### config.mk
export PLATFORM = sky130hd
export DESIGN_NAME = weighted_count_sampler_top_flat
export DESIGN_NICKNAME = d
export VERILOG_FILES = /design/src/rtl/wcs_pkg.sv /design/src/rtl/wcs_if.sv /design/src/rtl/wcs_table.sv /design/src/rtl/weighted_count_sampler_top.sv /design/src/flat_wrapper.sv
export SDC_FILE = /design/constraint.sdc
export NUM_CORES = 1
export LEC_CHECK = 0
export BUFFER_PORTS_ARGS = -buffer_cell sky130_fd_sc_hd__buf_2
export CORE_MARGIN = 2
export CORE_UTILIZATION = 45
export CTS_BUF_LIST = sky130_fd_sc_hd__clkbuf_4 sky130_fd_sc_hd__clkbuf_8
export CTS_CLUSTER_DIAMETER = 30
export DETAILED_ROUTE_END_ITERATION = 8
export GPL_TIMING_DRIVEN = 0
export HOLD_SLACK_MARGIN = 0.06
export PLACE_DENSITY = 0.62
export REMOVE_ABC_BUFFERS = 1
export SYNTH_ARGS = -nofsm -noshare
export SYNTH_HDL_FRONTEND = slang
export SYNTH_SLANG_ARGS = --single-unit
### constraint.sdc
create_clock -name clock -period 8.6 [get_ports clock]
set_clock_uncertainty 0.15 [all_clocks]
set_input_delay 0 -clock clock [delete_from_list [all_inputs] [get_ports clock]]
set_output_delay 0 -clock clock [all_outputs]
set_load 0.005 [all_outputs]
### src/rtl/wcs_pkg.sv
package wcs_pkg;

   localparam int TABLE_DEPTH   = 16;
   localparam int ID_BITS       = 16;
   localparam int COUNT_BITS    = 16;
   localparam int FRACTION_BITS = 16;

   localparam int IDX_BITS   = $clog2(TABLE_DEPTH);
   localparam int ENTRY_BITS = $clog2(TABLE_DEPTH + 1);
   localparam int TOTAL_BITS = COUNT_BITS + IDX_BITS;
   localparam int PROD_BITS  = TOTAL_BITS + FRACTION_BITS;

   localparam logic OP_ADD    = 1'b0;
   localparam logic OP_SAMPLE = 1'b1;

   typedef enum logic [1:0] {
      ST_OK    = 2'd0,
      ST_EMPTY = 2'd1,
      ST_FULL  = 2'd2,
      ST_SAT   = 2'd3
   } status_type;

   typedef enum logic [2:0] {
      S_IDLE,
      S_MUL,
      S_ADD,
      S_SAMPLE,
      S_FINISH
   } state_type;

   typedef struct packed {
      logic                  en;
      logic [IDX_BITS-1:0]   idx;
      logic [ID_BITS-1:0]    id;
      logic [COUNT_BITS-1:0] count;
   } table_wr_type;

endpackage

### src/rtl/wcs_if.sv
interface wcs_req_if import wcs_pkg::*; ();
   logic                     valid;
   logic                     ready;
   logic                     op;
   logic [ID_BITS-1:0]       ctrl_id;
   logic [FRACTION_BITS-1:0] random_fraction;

   modport source (output valid, output op, output ctrl_id, output random_fraction,
                   input ready);
   modport sink   (input valid, input op, input ctrl_id, input random_fraction,
                   output ready);
endinterface

interface wcs_rsp_if import wcs_pkg::*; ();
   logic               valid;
   logic               ready;
   logic [ID_BITS-1:0] sampled_id;
   logic [1:0]         status;

   modport source (output valid, output sampled_id, output status, input ready);
   modport sink   (input valid, input sampled_id, input status, output ready);
endinterface

### src/rtl/wcs_table.sv
module wcs_table import wcs_pkg::*; (
   input  logic                  clock,
   input  table_wr_type          wr,
   input  logic [IDX_BITS-1:0]   rd_idx,
   output logic [ID_BITS-1:0]    rd_id,
   output logic [COUNT_BITS-1:0] rd_count
);

   logic [ID_BITS-1:0]    id_table_ff    [TABLE_DEPTH];
   logic [COUNT_BITS-1:0] count_table_ff [TABLE_DEPTH];

   always_ff @(posedge clock) begin
      if (wr.en) begin
         id_table_ff[wr.idx]    <= wr.id;
         count_table_ff[wr.idx] <= wr.count;
      end
   end

   assign rd_id    = id_table_ff[rd_idx];
   assign rd_count = count_table_ff[rd_idx];

endmodule

### src/rtl/weighted_count_sampler_top.sv
// Weighted count sampler: keeps up to TABLE_DEPTH distinct identifiers with
// occurrence counts in insertion order. op 0 adds one occurrence of ctrl_id;
// op 1 draws an identifier with probability proportional to its count using
// random_fraction as a fraction of 2^FRACTION_BITS. Every request transaction
// yields exactly one response transaction. The block handles one request at
// a time: a single comparator walks the table one entry per cycle. An add
// walks until it finds ctrl_id or reaches the end of the table; a sample
// first forms the fraction times total product and then walks until the
// running sum exceeds it or the last entry is reached. req.ready is high
// only between requests, from the cycle after the response is loaded; a
// response may still be waiting on rsp while the next request is accepted.
module weighted_count_sampler_top import wcs_pkg::*; (
   input logic     clock,
   input logic     reset,
   wcs_req_if.sink   req,
   wcs_rsp_if.source rsp
);

   state_type                state_ff, state_in;
   logic [ID_BITS-1:0]       id_ff, id_in;
   logic [FRACTION_BITS-1:0] frac_ff, frac_in;
   logic [ENTRY_BITS-1:0]    idx_ff, idx_in;
   logic [TOTAL_BITS-1:0]    cum_ff, cum_in;
   logic [PROD_BITS-1:0]     prod_ff, prod_in;
   logic [ENTRY_BITS-1:0]    entry_count_ff, entry_count_in;
   logic [TOTAL_BITS-1:0]    total_ff, total_in;
   logic [ID_BITS-1:0]       res_id_ff, res_id_in;
   status_type               res_status_ff, res_status_in;
   logic                     rsp_valid_ff, rsp_valid_in;
   logic [ID_BITS-1:0]       rsp_id_ff, rsp_id_in;
   status_type               rsp_status_ff, rsp_status_in;

   table_wr_type             wr;
   logic [ID_BITS-1:0]       rd_id;
   logic [COUNT_BITS-1:0]    rd_count;
   logic [TOTAL_BITS-1:0]    cum_sum;
   logic                     at_end, is_last, id_match, hit, out_busy, sat;

   wcs_table u_table (
      .clock    (clock),
      .wr       (wr),
      .rd_idx   (idx_ff[IDX_BITS-1:0]),
      .rd_id    (rd_id),
      .rd_count (rd_count)
   );

   assign cum_sum  = cum_ff + TOTAL_BITS'(rd_count);
   assign at_end   = (idx_ff == entry_count_ff);
   assign is_last  = (idx_ff == entry_count_ff - ENTRY_BITS'(1));
   assign id_match = (rd_id == id_ff);
   assign hit      = (prod_ff < {cum_sum, {FRACTION_BITS{1'b0}}});
   assign sat      = (rd_count == {COUNT_BITS{1'b1}});
   assign out_busy = rsp_valid_ff && !rsp.ready;

   // next state
   always_comb begin
      state_in = state_ff;
      unique case (state_ff)
         S_IDLE: begin
            if (req.valid) begin
               if (req.op == OP_ADD) begin
                  state_in = S_ADD;
               end else if (entry_count_ff == '0) begin
                  state_in = S_FINISH;
               end else begin
                  state_in = S_MUL;
               end
            end
         end
         S_MUL: begin
            state_in = S_SAMPLE;
         end
         S_ADD: begin
            if (at_end || id_match) begin
               state_in = S_FINISH;
            end
         end
         S_SAMPLE: begin
            if (hit || is_last) begin
               state_in = S_FINISH;
            end
         end
         S_FINISH: begin
            if (!out_busy) begin
               state_in = S_IDLE;
            end
         end
         default: begin
            state_in = S_IDLE;
         end
      endcase
   end

   // datapath and outputs
   always_comb begin
      req.ready      = 1'b0;
      id_in          = id_ff;
      frac_in        = frac_ff;
      idx_in         = idx_ff;
      cum_in         = cum_ff;
      prod_in        = prod_ff;
      entry_count_in = entry_count_ff;
      total_in       = total_ff;
      res_id_in      = res_id_ff;
      res_status_in  = res_status_ff;
      wr.en          = 1'b0;
      wr.idx         = idx_ff[IDX_BITS-1:0];
      wr.id          = id_ff;
      wr.count       = rd_count + COUNT_BITS'(1);
      unique case (state_ff)
         S_IDLE: begin
            req.ready     = 1'b1;
            id_in         = req.ctrl_id;
            frac_in       = req.random_fraction;
            idx_in        = '0;
            cum_in        = '0;
            res_id_in     = '0;
            res_status_in = (req.op == OP_SAMPLE && entry_count_ff == '0) ? ST_EMPTY : ST_OK;
         end
         S_MUL: begin
            prod_in = PROD_BITS'(frac_ff) * PROD_BITS'(total_ff);
         end
         S_ADD: begin
            if (at_end) begin
               if (entry_count_ff == ENTRY_BITS'(TABLE_DEPTH)) begin
                  res_status_in = ST_FULL;
               end else begin
                  wr.en          = 1'b1;
                  wr.count       = COUNT_BITS'(1);
                  entry_count_in = entry_count_ff + ENTRY_BITS'(1);
                  total_in       = total_ff + TOTAL_BITS'(1);
               end
            end else if (id_match) begin
               if (sat) begin
                  res_status_in = ST_SAT;
               end else begin
                  wr.en    = 1'b1;
                  total_in = total_ff + TOTAL_BITS'(1);
               end
            end else begin
               idx_in = idx_ff + ENTRY_BITS'(1);
            end
         end
         S_SAMPLE: begin
            if (hit || is_last) begin
               res_id_in = rd_id;
            end else begin
               cum_in = cum_sum;
               idx_in = idx_ff + ENTRY_BITS'(1);
            end
         end
         S_FINISH: begin
         end
         default: begin
         end
      endcase
   end

   // response register
   always_comb begin
      rsp_valid_in  = rsp_valid_ff;
      rsp_id_in     = rsp_id_ff;
      rsp_status_in = rsp_status_ff;
      if (rsp_valid_ff && rsp.ready) begin
         rsp_valid_in = 1'b0;
      end
      if (state_ff == S_FINISH && !out_busy) begin
         rsp_valid_in  = 1'b1;
         rsp_id_in     = res_id_ff;
         rsp_status_in = res_status_ff;
      end
   end

   always_ff @(posedge clock) begin
      if (reset) begin
         state_ff       <= S_IDLE;
         entry_count_ff <= '0;
         total_ff       <= '0;
         rsp_valid_ff   <= 1'b0;
      end else begin
         state_ff       <= state_in;
         entry_count_ff <= entry_count_in;
         total_ff       <= total_in;
         rsp_valid_ff   <= rsp_valid_in;
      end
   end

   always_ff @(posedge clock) begin
      id_ff         <= id_in;
      frac_ff       <= frac_in;
      idx_ff        <= idx_in;
      cum_ff        <= cum_in;
      prod_ff       <= prod_in;
      res_id_ff     <= res_id_in;
      res_status_ff <= res_status_in;
      rsp_id_ff     <= rsp_id_in;
      rsp_status_ff <= rsp_status_in;
   end

   assign rsp.valid      = rsp_valid_ff;
   assign rsp.sampled_id = rsp_id_ff;
   assign rsp.status     = rsp_status_ff;

   a_entry_bound: assert property (@(posedge clock) disable iff (reset)
      entry_count_ff <= ENTRY_BITS'(TABLE_DEPTH))
      else $error("entry count beyond table depth");

   a_total_covers_entries: assert property (@(posedge clock) disable iff (reset)
      total_ff >= TOTAL_BITS'(entry_count_ff))
      else $error("total count below number of entries");

   a_sample_in_range: assert property (@(posedge clock) disable iff (reset)
      state_ff == S_SAMPLE |-> idx_ff < entry_count_ff)
      else $error("sample walk past last entry");

   a_add_keeps_count: assert property (@(posedge clock) disable iff (reset)
      state_ff == S_SAMPLE |=> entry_count_ff == $past(entry_count_ff))
      else $error("entry count changed during sample");

endmodule
### src/flat_wrapper.sv
// flat-port wrapper written by rule: the top's interface ports become plain ports
module weighted_count_sampler_top_flat import wcs_pkg::*;
  (clock, reset, req_valid, req_op, req_ctrl_id, req_random_fraction, req_ready, rsp_valid, rsp_sampled_id, rsp_status, rsp_ready);
  wcs_req_if req_i ();
  wcs_rsp_if rsp_i ();
  input logic clock;
  input logic reset;
  input wire logic [$bits(req_i.valid)-1:0] req_valid;
  input wire logic [$bits(req_i.op)-1:0] req_op;
  input wire logic [$bits(req_i.ctrl_id)-1:0] req_ctrl_id;
  input wire logic [$bits(req_i.random_fraction)-1:0] req_random_fraction;
  output wire logic [$bits(req_i.ready)-1:0] req_ready;
  output wire logic [$bits(rsp_i.valid)-1:0] rsp_valid;
  output wire logic [$bits(rsp_i.sampled_id)-1:0] rsp_sampled_id;
  output wire logic [$bits(rsp_i.status)-1:0] rsp_status;
  input wire logic [$bits(rsp_i.ready)-1:0] rsp_ready;
  assign req_i.valid = req_valid;
  assign req_i.op = req_op;
  assign req_i.ctrl_id = req_ctrl_id;
  assign req_i.random_fraction = req_random_fraction;
  assign req_ready = req_i.ready;
  assign rsp_valid = rsp_i.valid;
  assign rsp_sampled_id = rsp_i.sampled_id;
  assign rsp_status = rsp_i.status;
  assign rsp_i.ready = rsp_ready;
  weighted_count_sampler_top u_core (.clock(clock), .reset(reset), .req(req_i), .rsp(rsp_i));
endmodule
# Yosys cells after proc, flatten, opt, wreduce, memory -nomap -nowiden
# Memory sizes are Yosys's and may differ from the RTL's. A register that Yosys moved wholly into a read port is not among the register bits.
# Index checks and enable logic that the tools add are counted.
dict set report classes {
  add_sub_neg 6
  mul 1
  magnitude_cmp 1
  eq_ne 21
  mux 40
  bitwise 1
  n_reduce_logical 22
}
# op n
set op_table {}
lappend op_table {{two-way mux 20 bit} 5}
lappend op_table {{two-way mux 16 bit} 4}
lappend op_table {{case mux 20 bit (2 select lines)} 1}
lappend op_table {{< comparator 36 bit} 1}
lappend op_table {{multiplier 16 x 20 -> 36 bit} 1}
lappend op_table {{case mux 16 bit (2 select lines)} 1}
lappend op_table {{adder 20 x 1 -> 20 bit, second input constant} 1}
lappend op_table {{adder 20 x 16 -> 20 bit} 1}
lappend op_table {{two-way mux 3 bit} 6}
lappend op_table {{adder 16 x 1 -> 16 bit, second input constant} 1}
lappend op_table {{equality test 16 bit} 1}
lappend op_table {{equality test 16 bit, second input constant} 1}
lappend op_table {{AND reduction 4 bit} 4}
lappend op_table {{two-way mux 5 bit} 3}
lappend op_table {{case mux 3 bit (5 select lines)} 1}
lappend op_table {{case mux 5 bit (3 select lines)} 1}
lappend op_table {{inequality test 2 bit, second input constant} 6}
lappend op_table {{two-way mux 1 bit} 11}
lappend op_table {{adder 5 x 1 -> 5 bit, second input constant} 2}
lappend op_table {{equality test 5 bit} 2}
lappend op_table {{two-way mux 2 bit} 4}
lappend op_table {{two-way mux 4 bit} 2}
lappend op_table {{nonzero test 2 bit} 4}
lappend op_table {{equality test 3 x 2 -> 1 bit, second input constant} 2}
lappend op_table {{other kinds (17)} 26}
dict set report word_totals {
  regBits 158
  ram_bits 512
  inputBits 37
  output_inout_bits 20
  wordCells 107
  n_memories 2
}
# memory words width read_ports rd_ports_with_merged_regs wr line
set memory_table {}
lappend memory_table {u_core.u_table.count_table_ff 16 16 1 1 1 wcs_table.sv:10} ;# logic [COUNT_BITS-1:0] count_table_ff [TABLE_DEPTH];
lappend memory_table {u_core.u_table.id_table_ff 16 16 1 1 1 wcs_table.sv:9} ;# logic [ID_BITS-1:0] id_table_ff [TABLE_DEPTH];

# Depth between registers and ports, before layout
dict set report depth {
  ltp_word 7
  depth_mapped 30
  depth_no_buf 25
}

# Cells and area by module
# From an unflattened synthesis, not the netlist that was laid out.
dict set report hier_totals {
  cells_unflattened 2620
  hier_area_um2 36471.2
}
# module instances cells_each area_per_inst_um2 seq_area_each_um2
set by_module_without_submodules {}
lappend by_module_without_submodules {wcs_table 1 806 19194.7 15374.7}
lappend by_module_without_submodules {weighted_count_sampler_top 1 1814 17276.6 3973.8}

# Least setup slack after synthesis
# Ideal clock, no wire load.
dict set report synth_path {
  path_kind {flip-flop to flip-flop}
  from {register with a tool-made name}
  to {register u_core.res_id_ff[0] (enable)}
  setup_time_ns 0.411
  arrival_time_ns 6.599
  required_time_ns 8.039
  slack_ns 1.440
  stages_incl_launch_ff 26
  path_buffers 5
  period_less_slack_ns 7.160
  path_cell_list {dfxtp_1 buf_6 buf_6 buf_6 buf_6 buf_2 mux4_2 mux4_2 ha_1 a21o_1 a21oi_1 o21ai_0 a21oi_1 a211oi_1 o32ai_1 o21bai_1 xnor2_1 ha_1 a21o_1 a21o_1 a21oi_1 nor2b_1 o21ai_0 a21oi_1 o32a_1 o21ai_0}
}
# item line
set synth_lines {}
lappend synth_lines {{end signal, assigned} weighted_count_sampler_top.sv:194} ;# res_id_ff <= res_id_in;
lappend synth_lines {{end, declared} weighted_count_sampler_top.sv:27} ;# logic [ID_BITS-1:0] res_id_ff, res_id_in;

==> out/metrics.json <==
{
  "sta": {
    "slew_headroom": 0.160,
    "max_clock_freq_ghz": 0.127,
    "rsz0062_at_grt": "no",
    "finalMaxSlewViolations": 0,
    "layout_worst_path_cycle_share": 0.915,
    "timing.final.crit_period_ns": 7.87,
    "setup_viol_count_final": 0,
    "timing_worst_slew_pin_value_ns": 1.26,
    "timing_hold_violations_final": 0,
    "tns_ns": 0
  },
  "layout": {
    "drive_above_1_share": 0.170,
    "finalNetCount": 3174,
    "postLayoutCellArea_sq_mm": 0.0419,
    "layout.filler_cells": 6652,
    "area_growth_pct": 13.8
  },
  "global_routing": {
    "grt.met2_usage": 0.361,
    "globalRoute.busiestLayer": "met2",
    "grt-ovfl-total": 0,
    "grt_pass1_wl_microns": 132000,
    "antenna_found_initial": 1,
    "grt_pass1_vias": 23283,
    "global_route.usage.met3": 0.0309,
    "grt_start_max_net_pins": 54,
    "use_met1": 0.259,
    "gr-usage-all-layers": 0.205
  },
  "clocking": {
    "cts-buffers-inserted": 120,
    "clock_tree_from_tritoncts": "done",
    "cts.path.max_buffers": 3,
    "path_clk_slew_ns": 0.06,
    "ctsRootBufferMaster": "sky130_fd_sc_hd__clkbuf_8",
    "post_cts.resized_instances": 0,
    "clock_latency_on_the_worst_skew_pair_ns": 0.75,
    "clock_tree.htree_level_count": 3,
    "numClockSinks": 658
  },
  "setup_path": {
    "signal_arrival_time_at_the_worst_endpoint_ns": 8.31,
    "kind_of_end_point_of_the_critical_path": "flop",
    "critPathRequiredTime_ns": 9.04,
    "critical_path_peak_fanout": 39,
    "critPathKind": "flop to flop",
    "startpoint_type": "flop"
  },
  "synth": {
    "ys_top_cells_by_count": "625 x sky130_fd_sc_hd__edfxtp_1, 299 x sky130_fd_sc_hd__inv_1, 250 x sky130_fd_sc_hd__fa_1",
    "synth-edff-count": 625,
    "netlist-cell-type-count": 72,
    "synthDominantCellAreaShare": 0.510,
    "synth_area_sq_mm": 0.0368,
    "share_of_synthesized_flip_flops_with_an_asynchronous_set_or_reset": 0,
    "synth_seq_cells": 658,
    "synthesis.yosys.warnings": 0,
    "predominant_post_synthesis_flop_cell": "sky130_fd_sc_hd__edfxtp_1",
    "post_synth.cell_area_avg_sq_um": 14.2,
    "netlist_instances": 2587,
    "netlist_top_cells_area": "sky130_fd_sc_hd__edfxtp_1 51%, sky130_fd_sc_hd__fa_1 14%, sky130_fd_sc_hd__mux4_2 7.8%",
    "synth_most_common_cell": "sky130_fd_sc_hd__edfxtp_1",
    "yosysSeqAreaShare": 0.528,
    "cell_taking_the_most_area_after_synthesis": "sky130_fd_sc_hd__edfxtp_1"
  },
  "floorplan": {
    "num_io_pins": 57,
    "die_h_microns": 290,
    "start_util": 0.456,
    "dieWidth_microns": 290,
    "fp.dieArea_sq_mm": 0.0841,
    "row_count": 104,
    "core_sq_mm": 0.0808
  },
  "detailed_routing": {
    "drc": 0,
    "final_antenna_net_count": 0,
    "viasPerCell": 5.46,
    "drt_iter0_markers": 1313,
    "drt-total-wl_microns": 84600,
    "routedWlPerCell_microns": 21.7,
    "route.vias.total": 21296,
    "drt_pass1_iterations": 7
  },
  "placement": {
    "hpwlAfterDp_microns": 54700,
    "gp_routability_congestion": 0.819,
    "dpl_cell_area_sq_mm": 0.0385,
    "place.port_buffers": 56
  },
  "flow_run": {
    "drv.max_cap_violation_count": 0
  },
  "run_status": {
    "outcome": "finished clean"
  },
  "pwr": {
    "total_leakage_power_nw": 16.0,
    "power_density_mw_per_mm2": 222,
    "ir_worst_vdd_mv": 0.127
  },
  "hold_path": {
    "holdCritPathClass": "input port to flop"
  }
}
area by class of cell:
type	instances	area, sq um	area share
sequential	658	19400	0.464
multi-input combinational	1497	15700	0.374
timing repair buffer	162	1680	0.0400
inverter	300	1130	0.0269
clock inverter	73	743	0.0177
tap	1060	1330	0.0316
clock buffer	150	1910	0.0457
antenna	1	2.50	0.0000597
sequential cells by signal, summed over array words and instances (netlist names), 5 cells and up, named ones only:
| register | cells |
|---|---|
| u_core.u_table.count_table_ff | 256 |
| u_core.u_table.id_table_ff | 256 |
| u_core.cum_ff | 20 |
| u_core.prod_ff | 20 |
| u_core.total_ff | 20 |
| u_core.frac_ff | 16 |
| u_core.id_ff | 16 |
| u_core.res_id_ff | 16 |
| u_core.rsp.sampled_id | 16 |
| u_core.entry_count_ff | 5 |
| u_core.idx_ff | 5 |
critical path, cell delays in order (launching register included):
cell	delay [ns]
sky130_fd_sc_hd__dfxtp_4	0.68
sky130_fd_sc_hd__buf_16	0.33
sky130_fd_sc_hd__buf_16	0.28
sky130_fd_sc_hd__buf_16	0.26
sky130_fd_sc_hd__mux4_2	0.54
sky130_fd_sc_hd__mux4_2	0.59
sky130_fd_sc_hd__ha_1	0.32
sky130_fd_sc_hd__a21o_1	0.18
sky130_fd_sc_hd__a21oi_1	0.20
sky130_fd_sc_hd__o21ai_0	0.11
sky130_fd_sc_hd__a21oi_1	0.32
sky130_fd_sc_hd__a211oi_1	0.16
sky130_fd_sc_hd__o32ai_1	0.50
sky130_fd_sc_hd__o21bai_1	0.17
sky130_fd_sc_hd__xnor2_1	0.22
sky130_fd_sc_hd__ha_1	0.29
sky130_fd_sc_hd__a21o_1	0.16
sky130_fd_sc_hd__a21o_1	0.17
sky130_fd_sc_hd__a21oi_1	0.13
sky130_fd_sc_hd__nor2b_1	0.05
sky130_fd_sc_hd__o21ai_0	0.15
sky130_fd_sc_hd__a21oi_1	0.10
sky130_fd_sc_hd__o32a_1	0.40
sky130_fd_sc_hd__and2_1	0.21
sky130_fd_sc_hd__o41a_1	0.40
sky130_fd_sc_hd__dlygate4sd3_1	0.57
cell usage in the layout (no fill, tap or decap), drive strengths merged, types with 12 or more instances in the layout:
cell type	n
edfxtp	625
inv	304
fa	250
nand2	216
and2	172
clkbuf	150
ha	148
mux4	128
nor2	108
buf	89
dlygate4sd3	73
xnor2	48
xor2	47
clkinv	47
mux2i	42
a21oi	37
dfxtp	33
o21ai	31
nand3	29
mux2	26
nand4	24
a211oi	20
nor2b	20
nor3	15
and3	14
a21o	12
bufinv	12
final timing paths:
| path | slack [ns] | startpoint | cells after the start | to |
|---|---|---|---|---|
| min reg2reg | 0.26 | u_core.res_status_ff[1]$_SDFFCE_PN0P_ | 0 | u_core.rsp.status[1]$_DFFE_PP_ |
| max | 0.73 | flop | 25 | u_core.state_ff[1]$_SDFFE_PP0P_ |
| max reg2reg | 0.73 | flop | 25 | u_core.state_ff[1]$_SDFFE_PP0P_ |
| min | 0.20 | req_valid | 5 | u_core.state_ff[2]$_SDFFE_PP0P_ |
layer usage:
layer	routed length (microns)	vias up
li1	-	9434
met1	34700	11091
met2	43200	610
met3	4250	161
met4	2470	0
met5	0	-
report_power, final:
part           total (W)  internal [W]  switching (W)
registers        0.00421       0.00394       0.000268
clock network    0.00320       0.00185        0.00135
logic            0.00187      0.000779        0.00110
total            0.00928       0.00657        0.00271
logic make-up after synthesis:
family	after synthesis	share of synthesized area
multiplexers	196	0.0977
flip-flops	658	0.528
AO/OA/AOI/OAI	174	0.0327
AND/OR/NAND/NOR	634	0.0853
buffers and inverters	432	0.0476
XOR/XNOR	95	0.0226
adder cells (fa/ha/maj)	398	0.186
what timing repair did:
| item | CTS | global route |
|---|---|---|
| buffers inserted | 0 | 0 |
| hold buffers | 73 | 0 |
| hold endpoints to repair | 80 | 0 |
through the flow:
step                      instances   util  total power [W]  worst slack, ns  hold slack (ns)
after floorplan                2455      -          0.00553            -2.00          -0.0809
after global placement         3571  0.468          0.00617            -7.12           0.0269
after detailed placement       3603  0.476          0.00613            0.719           0.0281
after CTS                      3899  0.518          0.00936            0.600            0.136
after global routing           3901  0.519          0.00969            0.196            0.192
final                          3901  0.519          0.00928            0.731            0.196
No activity file was read; power rests on OpenSTA's default activity.
